`config.mk`:
```
export PLATFORM = sky130hd
export DESIGN_NAME = tickless_multi_timer
export DESIGN_NICKNAME = d
export VERILOG_FILES = /design/src/sv/tmt_pkg.sv /design/src/sv/tickless_multi_timer.sv
export SDC_FILE = /design/constraint.sdc
export NUM_CORES = 1
export LEC_CHECK = 0
export BUFFER_PORTS_ARGS = -buffer_cell sky130_fd_sc_hd__buf_2
export CORE_ASPECT_RATIO = 2
export CORE_MARGIN = 3
export CORE_UTILIZATION = 45
export CTS_CLUSTER_DIAMETER = 80
export DETAILED_ROUTE_END_ITERATION = 10
export PLACE_DENSITY_LB_ADDON = 0.08
export SYNTH_ARGS = -nofsm -noshare
export SYNTH_HDL_FRONTEND = slang
export SYNTH_SLANG_ARGS = --single-unit
```
`constraint.sdc`:
```
create_clock -name clk -period 6.71 [get_ports clk]
set_input_delay 0 -clock clk [delete_from_list [all_inputs] [get_ports clk]]
set_output_delay 0 -clock clk [all_outputs]
set_load 0.05 [all_outputs]
```
`src/sv/tmt_pkg.sv`:
```
`default_nettype none

package tmt_pkg;

  localparam int unsigned NUM_SLOTS_DEF = 8;
  localparam int unsigned SLOT_CMP_W    = 6;
  localparam logic [15:0] PERIOD_CAP    = 16'hfff0;

  localparam logic [1:0] FUNC_START   = 2'd0;
  localparam logic [1:0] FUNC_RESTART = 2'd1;
  localparam logic [1:0] FUNC_STOP    = 2'd2;
  localparam logic [1:0] FUNC_TICK    = 2'd3;

  typedef enum logic [1:0] {
    ST_IDLE,
    ST_FETCH,
    ST_WALK,
    ST_DONE
  } state_t;

  typedef struct packed {
    logic [1:0]  mode;
    logic [31:0] reload;
    logic [31:0] remaining;
  } slot_ent_t;

endpackage

`default_nettype wire

```
`src/sv/tickless_multi_timer.sv`:
```
`default_nettype none

// channel  | ports                                           | transfer
// ---------+-------------------------------------------------+-------------------------------
// command  | start, busy, in_func, in_slot, in_interval_ticks | start high while busy low
//          | in_repeat_mode, in_elapsed                       |
// result   | out_strobe, out_fired, out_fired_slot,           | every cycle with out_strobe
//          | out_deferred, out_last, out_counter_enable,      |
//          | out_next_period                                  |
//
// aging command: busy through the prime read, one read-modify-write per slot and the
// final result; the final result is on the ports in the first cycle with busy low, when
// the next transfer can already be taken. restart or stop of an inactive slot skips the
// walk and is busy only for the final result.
// synchronous active-low reset clears active bits, period and sequencer; an inactive
// slot's memory entry is never used, so the memory is not cleared. receiver never stalls.

module tickless_multi_timer #(
  parameter int unsigned NUM_SLOTS = tmt_pkg::NUM_SLOTS_DEF
) (
  input  wire logic        clk,
  input  wire logic        rst_n,
  input  wire logic        start,
  output logic             busy,
  input  wire logic [1:0]  in_func,
  input  wire logic [2:0]  in_slot,
  input  wire logic [31:0] in_interval_ticks,
  input  wire logic [1:0]  in_repeat_mode,
  input  wire logic [15:0] in_elapsed,
  output logic             out_strobe,
  output logic             out_fired,
  output logic [2:0]       out_fired_slot,
  output logic             out_deferred,
  output logic             out_last,
  output logic             out_counter_enable,
  output logic [15:0]      out_next_period
);

  localparam int unsigned SW = (NUM_SLOTS > 1) ? $clog2(NUM_SLOTS) : 1;
  localparam int unsigned CW = tmt_pkg::SLOT_CMP_W;

  tmt_pkg::state_t state_r, state_nxt;

  tmt_pkg::slot_ent_t mem [NUM_SLOTS];
  tmt_pkg::slot_ent_t rd_data_r;
  tmt_pkg::slot_ent_t wr_data;
  logic [SW-1:0]      rd_addr;
  logic               rd_en;

  logic [NUM_SLOTS-1:0] active_r, active_nxt;
  logic [15:0]          cur_period_r, cur_period_nxt;
  logic [SW-1:0]        idx_r, idx_nxt;
  logic [15:0]          min_r, min_nxt;
  logic                 any_r, any_nxt;

  // command fields held for the walk
  logic [1:0]    func_r;
  logic [SW-1:0] slot_r;
  logic [31:0]   interval_r;
  logic [1:0]    mode_r;
  logic [15:0]   amount_r;

  logic          accept;
  logic          slot_ok;
  logic [SW-1:0] in_idx;
  logic          op_go;
  logic          last_step;

  // per-slot step
  logic        act;
  logic [31:0] rem_aged;
  logic        fire;
  logic [31:0] rem_new;
  logic [31:0] reload_new;
  logic [1:0]  mode_new;
  logic        act_new;
  logic        sel;

  logic        out_strobe_r, out_strobe_nxt;
  logic        out_fired_r, out_fired_nxt;
  logic [2:0]  out_slot_r, out_slot_nxt;
  logic        out_def_r, out_def_nxt;
  logic        out_last_r, out_last_nxt;
  logic        out_en_r, out_en_nxt;
  logic [15:0] out_per_r, out_per_nxt;

  assign accept  = start && !busy;
  assign slot_ok = CW'(in_slot) < CW'(NUM_SLOTS);
  assign in_idx  = SW'(in_slot);
  assign op_go   = (in_func == tmt_pkg::FUNC_TICK) ||
                   (slot_ok && ((in_func == tmt_pkg::FUNC_START) || active_r[in_idx]));
  assign last_step = (idx_r == SW'(NUM_SLOTS - 1));

  // next state
  always_comb begin
    state_nxt = state_r;
    unique case (state_r)
      tmt_pkg::ST_IDLE: begin
        if (accept) begin
          state_nxt = op_go ? tmt_pkg::ST_FETCH : tmt_pkg::ST_DONE;
        end
      end
      tmt_pkg::ST_FETCH: state_nxt = tmt_pkg::ST_WALK;
      tmt_pkg::ST_WALK: begin
        if (last_step) begin
          state_nxt = tmt_pkg::ST_DONE;
        end
      end
      tmt_pkg::ST_DONE: state_nxt = tmt_pkg::ST_IDLE;
      default: state_nxt = tmt_pkg::ST_IDLE;
    endcase
  end

  // sequencer outputs
  always_comb begin
    busy    = 1'b1;
    rd_en   = 1'b0;
    rd_addr = '0;
    unique case (state_r)
      tmt_pkg::ST_IDLE:  busy = 1'b0;
      tmt_pkg::ST_FETCH: rd_en = 1'b1;
      tmt_pkg::ST_WALK: begin
        rd_en   = !last_step;
        rd_addr = idx_r + 1'b1;
      end
      tmt_pkg::ST_DONE:  busy = 1'b1;
      default:           busy = 1'b1;
    endcase
  end

  // age one slot, then apply the command if it addresses this slot
  always_comb begin
    act      = active_r[idx_r];
    rem_aged = (rd_data_r.remaining <= 32'(amount_r)) ? 32'd0
                                                     : rd_data_r.remaining - 32'(amount_r);
    fire     = act && (rem_aged == 32'd0);
    rem_new    = rem_aged;
    reload_new = rd_data_r.reload;
    mode_new   = rd_data_r.mode;
    act_new    = act;
    if (fire) begin
      if (rd_data_r.mode[0]) begin
        rem_new = rd_data_r.reload;
      end else begin
        act_new = 1'b0;
      end
    end
    sel = (idx_r == slot_r);
    if (sel) begin
      case (func_r)
        tmt_pkg::FUNC_START: begin
          rem_new    = interval_r;
          reload_new = interval_r;
          mode_new   = mode_r;
          act_new    = 1'b1;
        end
        tmt_pkg::FUNC_RESTART: begin
          if (act_new) begin
            rem_new = rd_data_r.reload;
          end
        end
        tmt_pkg::FUNC_STOP: act_new = 1'b0;
        default: ;
      endcase
    end
    wr_data = '{mode: mode_new, reload: reload_new, remaining: rem_new};
  end

  // walk bookkeeping and result register
  always_comb begin
    active_nxt     = active_r;
    cur_period_nxt = cur_period_r;
    idx_nxt        = idx_r;
    min_nxt        = min_r;
    any_nxt        = any_r;
    out_strobe_nxt = 1'b0;
    out_fired_nxt  = 1'b0;
    out_slot_nxt   = '0;
    out_def_nxt    = 1'b0;
    out_last_nxt   = 1'b0;
    out_en_nxt     = 1'b0;
    out_per_nxt    = '0;
    unique case (state_r)
      tmt_pkg::ST_IDLE: begin
        idx_nxt = '0;
        min_nxt = tmt_pkg::PERIOD_CAP;
        any_nxt = 1'b0;
      end
      tmt_pkg::ST_FETCH: ;
      tmt_pkg::ST_WALK: begin
        active_nxt[idx_r] = act_new;
        if (act_new) begin
          any_nxt = 1'b1;
          if (rem_new < 32'(min_r)) begin
            min_nxt = rem_new[15:0];
          end
        end
        if (fire) begin
          out_strobe_nxt = 1'b1;
          out_fired_nxt  = 1'b1;
          out_slot_nxt   = 3'(idx_r);
          out_def_nxt    = rd_data_r.mode[1];
        end
        if (last_step) begin
          cur_period_nxt = any_nxt ? min_nxt : 16'd0;
        end else begin
          idx_nxt = idx_r + 1'b1;
        end
      end
      tmt_pkg::ST_DONE: begin
        out_strobe_nxt = 1'b1;
        out_last_nxt   = 1'b1;
        out_en_nxt     = |active_r;
        out_per_nxt    = (|active_r) ? cur_period_r : 16'd0;
      end
      default: ;
    endcase
  end

  always_ff @(posedge clk) begin
    if (!rst_n) begin
      state_r      <= tmt_pkg::ST_IDLE;
      active_r     <= '0;
      cur_period_r <= '0;
      out_strobe_r <= 1'b0;
    end else begin
      state_r      <= state_nxt;
      active_r     <= active_nxt;
      cur_period_r <= cur_period_nxt;
      out_strobe_r <= out_strobe_nxt;
    end
  end

  always_ff @(posedge clk) begin
    idx_r      <= idx_nxt;
    min_r      <= min_nxt;
    any_r      <= any_nxt;
    out_fired_r <= out_fired_nxt;
    out_slot_r <= out_slot_nxt;
    out_def_r  <= out_def_nxt;
    out_last_r <= out_last_nxt;
    out_en_r   <= out_en_nxt;
    out_per_r  <= out_per_nxt;
    if (accept) begin
      func_r     <= in_func;
      slot_r     <= in_idx;
      interval_r <= in_interval_ticks;
      mode_r     <= in_repeat_mode;
      amount_r   <= (in_func == tmt_pkg::FUNC_TICK) ? cur_period_r : in_elapsed;
    end
  end

  // slot memory: one read and one write port, each slot touched once per walk
  always_ff @(posedge clk) begin
    if (rd_en) begin
      rd_data_r <= mem[rd_addr];
    end
    if (state_r == tmt_pkg::ST_WALK) begin
      mem[idx_r] <= wr_data;
    end
  end

  assign out_strobe         = out_strobe_r;
  assign out_fired          = out_fired_r;
  assign out_fired_slot     = out_slot_r;
  assign out_deferred       = out_def_r;
  assign out_last           = out_last_r;
  assign out_counter_enable = out_en_r;
  assign out_next_period    = out_per_r;

`ifndef SYNTHESIS
  a_accept_busy: assert property (@(posedge clk) disable iff (!rst_n)
    accept |=> busy)
    else $error("busy not raised after command transfer");

  a_fire_in_walk: assert property (@(posedge clk) disable iff (!rst_n)
    (out_strobe && out_fired) |-> busy)
    else $error("expiry shown outside a walk");

  a_final_clean: assert property (@(posedge clk) disable iff (!rst_n)
    (out_strobe && out_last) |-> (!out_fired && !busy))
    else $error("final result malformed or early");

  a_period_cap: assert property (@(posedge clk) disable iff (!rst_n)
    (out_strobe && out_last) |->
      ((out_next_period <= tmt_pkg::PERIOD_CAP) &&
       (out_counter_enable || (out_next_period == 16'd0))))
    else $error("period out of range");
`endif

endmodule

`default_nettype wire

```
==> results.py <==
metrics = {
    "final_layout": {
        "num_antenna_cells": 0,
        "final_layout_size_suffix_gt1_frac": 0.2456,
        "final_common_cell": "edfxtp_1",
        "fin_nets": 2420,
        "fill_cells": 5552,
        "syn_to_final_growth_pct": 19.17,
        "final_cell_mix": "edfxtp_1, buf_4, nand2_1",
        "fin_area_um2": 36450,
    },
    "sta": {
        "rsz0062_at_grt": "true",
        "final_hold_viol_count": 0,
        "slew_viol_final": 0,
        "setup_ws_ns": -0.04279,
        "tightestPinTransition_ns": 1.048,
        "period_share": 1.006,
        "relSlewSlack": 0.2998,
        "timing.fmax_mhz": 148.1,
        "setup_viol": 15,
        "skew_ns": 0.02043,
        "layout_min_cycle_time_ns": 6.753,
    },
    "yosys": {
        "ys_seq_area_frac": 0.6895,
        "ys_ff_latch": 719,
        "synth_cell_types": 86,
        "yosys_warnings": 0,
        "ys_async_sr_fraction": 0,
        "synth_area_per_cell_um2": 15.21,
        "syn_area_um2": 30590,
        "synth_edf_count": 669,
        "synthCells": 2011,
        "synthFlopType": "edfxtp_1",
        "syn_nets": 2107,
    },
    "cts": {
        "clock_sinks": 719,
        "clk_path_buf_depth": 3,
        "clock_latency_ns": 0.64,
        "tritoncts": "done",
        "htreeDepth": 2,
        "clockRootBuffer": "clkbuf_16",
        "cts_buffers": 61,
        "path_clk_slew_ns": 0.07,
    },
    "global_routing": {
        "grt_pass1_wl_mm": 136.3,
        "antenna_found_initial": 0,
        "grt_remaining_overflow": 0,
        "grt_max_degree": 137,
        "grt_pass1_vias": 19910,
        "grt_usage": 0.2645,
    },
    "pwr": {
        "total_power_uw": 16840,
        "internal-power_uw": 10710,
        "p_sw_uw": 6129,
        "swShare": 0.3641,
        "p_leak_uw": 0.01301,
        "combPwrFrac": 0.389,
        "powerDensity_nw_per_um2": 461.8,
        "seqPwrFrac": 0.397,
        "clockPowerShare": 0.213,
        "peakVddDrop_v": 0.0004077,
    },
    "min_path": {
        "hold_depth": 2,
        "hold_class": "in2reg",
        "worstHoldStart": "in_interval_ticks[23]",
    },
    "place": {
        "numPortBuffers": 82,
        "place.detailed.hpwl_mm": 63.00,
        "placement.cell_area_um2": 33390,
        "gp_congestion": 1.005,
    },
    "floorplan": {
        "die_w_um": 190.4,
        "die_h_um": 374.7,
        "io_pins": 83,
        "initial_core_util": 0.4561,
        "rows": 134,
        "die_area_um2": 71330,
        "core_area_um2": 67060,
    },
    "setup_path": {
        "rr_worst_depth": 32,
        "end_kind": "register",
        "cp_max_fo": 8,
        "critPathRequiredTime_ns": 7.04,
        "cpMostUsedCell": "buf_4",
        "rr_startpoint": "amount_r[0]$_DFFE_PP_",
        "startpoint_type": "register",
        "cp.arrival_ns": 7.08,
        "startpoint": "amount_r[0]$_DFFE_PP_",
        "max_stage_delay_ns": 0.40,
        "path_class": "reg2reg",
        "crit_slowest_cell": "a31oi_1",
    },
    "run": {
        "drv_cap": 0,
    },
    "detailed_routing": {
        "ant_nets": 0,
        "via_per_inst": 5.919,
        "drtPass1Iterations": 7,
        "post_drt_wl_per_cell_um": 28.99,
        "drtIter0Drc": 1253,
        "remaining_drc_errors": 0,
        "num_vias": 19290,
        "wirelength_mm": 94.45,
    },
    "status": {
        "status": "complete, but fails checks",
        "violations": "setup timing",
    },
}
-- metal layers --
layer,track usage,vias to the layer above,share of wire
met3,0.02516,189,0.035
met5,0,-,0
met4,0.1160,0,0.051
met1,0.3127,9970,0.38
met2,0.4856,575,0.53
li1,-,8551,-
-- through the flow --
stage | utilization | std cells | worst slack [ns] | hold WS, ns | TNS (ns)
6_report | 0.5436 | 3258 | -0.04279 | 0.07674 | -0.2429
5_1_grt | 0.5436 | 3258 | -0.3381 | 0.04730 | -9.585
4_1_cts | 0.5404 | 3256 | 0.006930 | 0.02647 | 0
3_5_place_dp | 0.4979 | 3075 | -0.6532 | 0.1782 | -19.25
3_3_place_gp | 0.4979 | 3075 | -0.6558 | 0.1774 | -19.35
2_1_floorplan | - | 2011 | 0.02478 | 0.09887 | 0
-- registers in the layout, indices dropped and copies added, names as in the netlist --
signal / flops
any_r: 1
out_strobe: 1
active_r: 8
mem: 528
interval_r: 32
rd_data_r: 66
state_r: 2
out_last: 1
out_counter_enable: 1
slot_r: 3
out_fired: 1
idx_r: 3
func_r: 2
out_next_period: 16
cur_period_r: 16
out_fired_slot: 3
amount_r: 16
mode_r: 2
out_deferred: 1
min_r: 16
-- worst max-delay path, delay by kind of cell, from the launching register on --
| family | cells | cell delay (ns) |
|---|---|---|
| buffers and inverters | 9 | 1.55 |
| AO/OA/AOI/OAI | 10 | 1.85 |
| multiplexers | 2 | 0.33 |
| flip-flops | 1 | 0.37 |
| AND/OR/NAND/NOR | 7 | 1.28 |
| adder cells (fa/ha/maj) | 3 | 0.83 |
| XOR/XNOR | 1 | 0.24 |
-- kinds of logic after synthesis --
kind of cell,share of synthesized area
buffers and inverters,0.02262
multiplexers,0.09220
XOR/XNOR,0.005440
flip-flops,0.6895
AND/OR/NAND/NOR,0.07076
AO/OA/AOI/OAI,0.1037
adder cells (fa/ha/maj),0.01579
-- what timing repair did --
item | 4_1_cts | 5_1_grt
gates resized for setup | 35 | 45
pin swaps | 23 | 15
hold buffers | 57 | 0
setup endpoints to repair | 32 | 32
hold endpoints to repair | 66 | 0
cloned | 1 | 0
buffers inserted | 10 | 5
-- worst paths after layout --
| check | to | slack (ns) |
|---|---|---|
| setup / recovery | min_r[15]$_SDFFCE_PN1P_ | -0.04 |
| hold / removal | interval_r[23]$_DFFE_PP_ | 0.08 |
| setup reg to reg | min_r[15]$_SDFFCE_PN1P_ | -0.04 |
| hold reg to reg | cur_period_r[1]$_SDFFE_PN0P_ | 0.46 |
-- cell type report --
class | count | area (um^2) | area share
tap | 884 | 1106 | 0.03034
clock buffer | 74 | 1597 | 0.04380
multi-input combinational | 1128 | 9326 | 0.2558
sequential | 719 | 21090 | 0.5785
inverter | 50 | 187.7 | 0.005148
timing repair buffer | 364 | 2740 | 0.07517
clock inverter | 39 | 406.6 | 0.01115
-- power by group through the flow --
stage | sequential (uW) | clock [uW] | combinational [uW]
final | 6690 | 3590 | 6560
after global routing | 6720 | 3820 | 7010
after CTS | 6680 | 3670 | 6470
after detailed placement | 6770 | 0 | 6320
after global placement | 6750 | 0 | 6240
after floorplan | 6620 | 0 | 3490
-- Yosys cell counts (4+ instances only) --
master / count / area share
nor2_1: 81 / 0.0099
buf_2: 10 / 0.0016
nand3b_1: 6 / 0.0015
a21o_1: 79 / 0.019
a21boi_0: 4 / 0.00098
a31oi_1: 6 / 0.0012
nand2b_1: 10 / 0.0020
a21oi_1: 66 / 0.011
and4_1: 5 / 0.0014
dfxtp_1: 50 / 0.033
a211oi_1: 78 / 0.019
xor2_1: 16 / 0.0046
o2111ai_1: 4 / 0.0011
buf_6: 5 / 0.0018
o21a_1: 11 / 0.0027
inv_1: 50 / 0.0061
nand4b_1: 4 / 0.0011
ha_1: 37 / 0.015
nor2b_1: 6 / 0.0012
o21ai_0: 38 / 0.0062
nand3_1: 15 / 0.0025
and2_1: 30 / 0.0061
a221oi_1: 69 / 0.020
o21ai_1: 19 / 0.0031
mux2i_1: 104 / 0.034
and3_1: 7 / 0.0014
clkbuf_1: 89 / 0.011
nor4_1: 10 / 0.0020
mux2_2: 18 / 0.0066
nor3_1: 27 / 0.0044
or4_1: 6 / 0.0015
buf_1: 7 / 0.00086
nand2_1: 190 / 0.023
edfxtp_1: 669 / 0.66
o211a_1: 14 / 0.0046
nand4_1: 17 / 0.0035
o211ai_1: 15 / 0.0037
mux4_2: 70 / 0.052
Power figures use the tool's default switching activity.
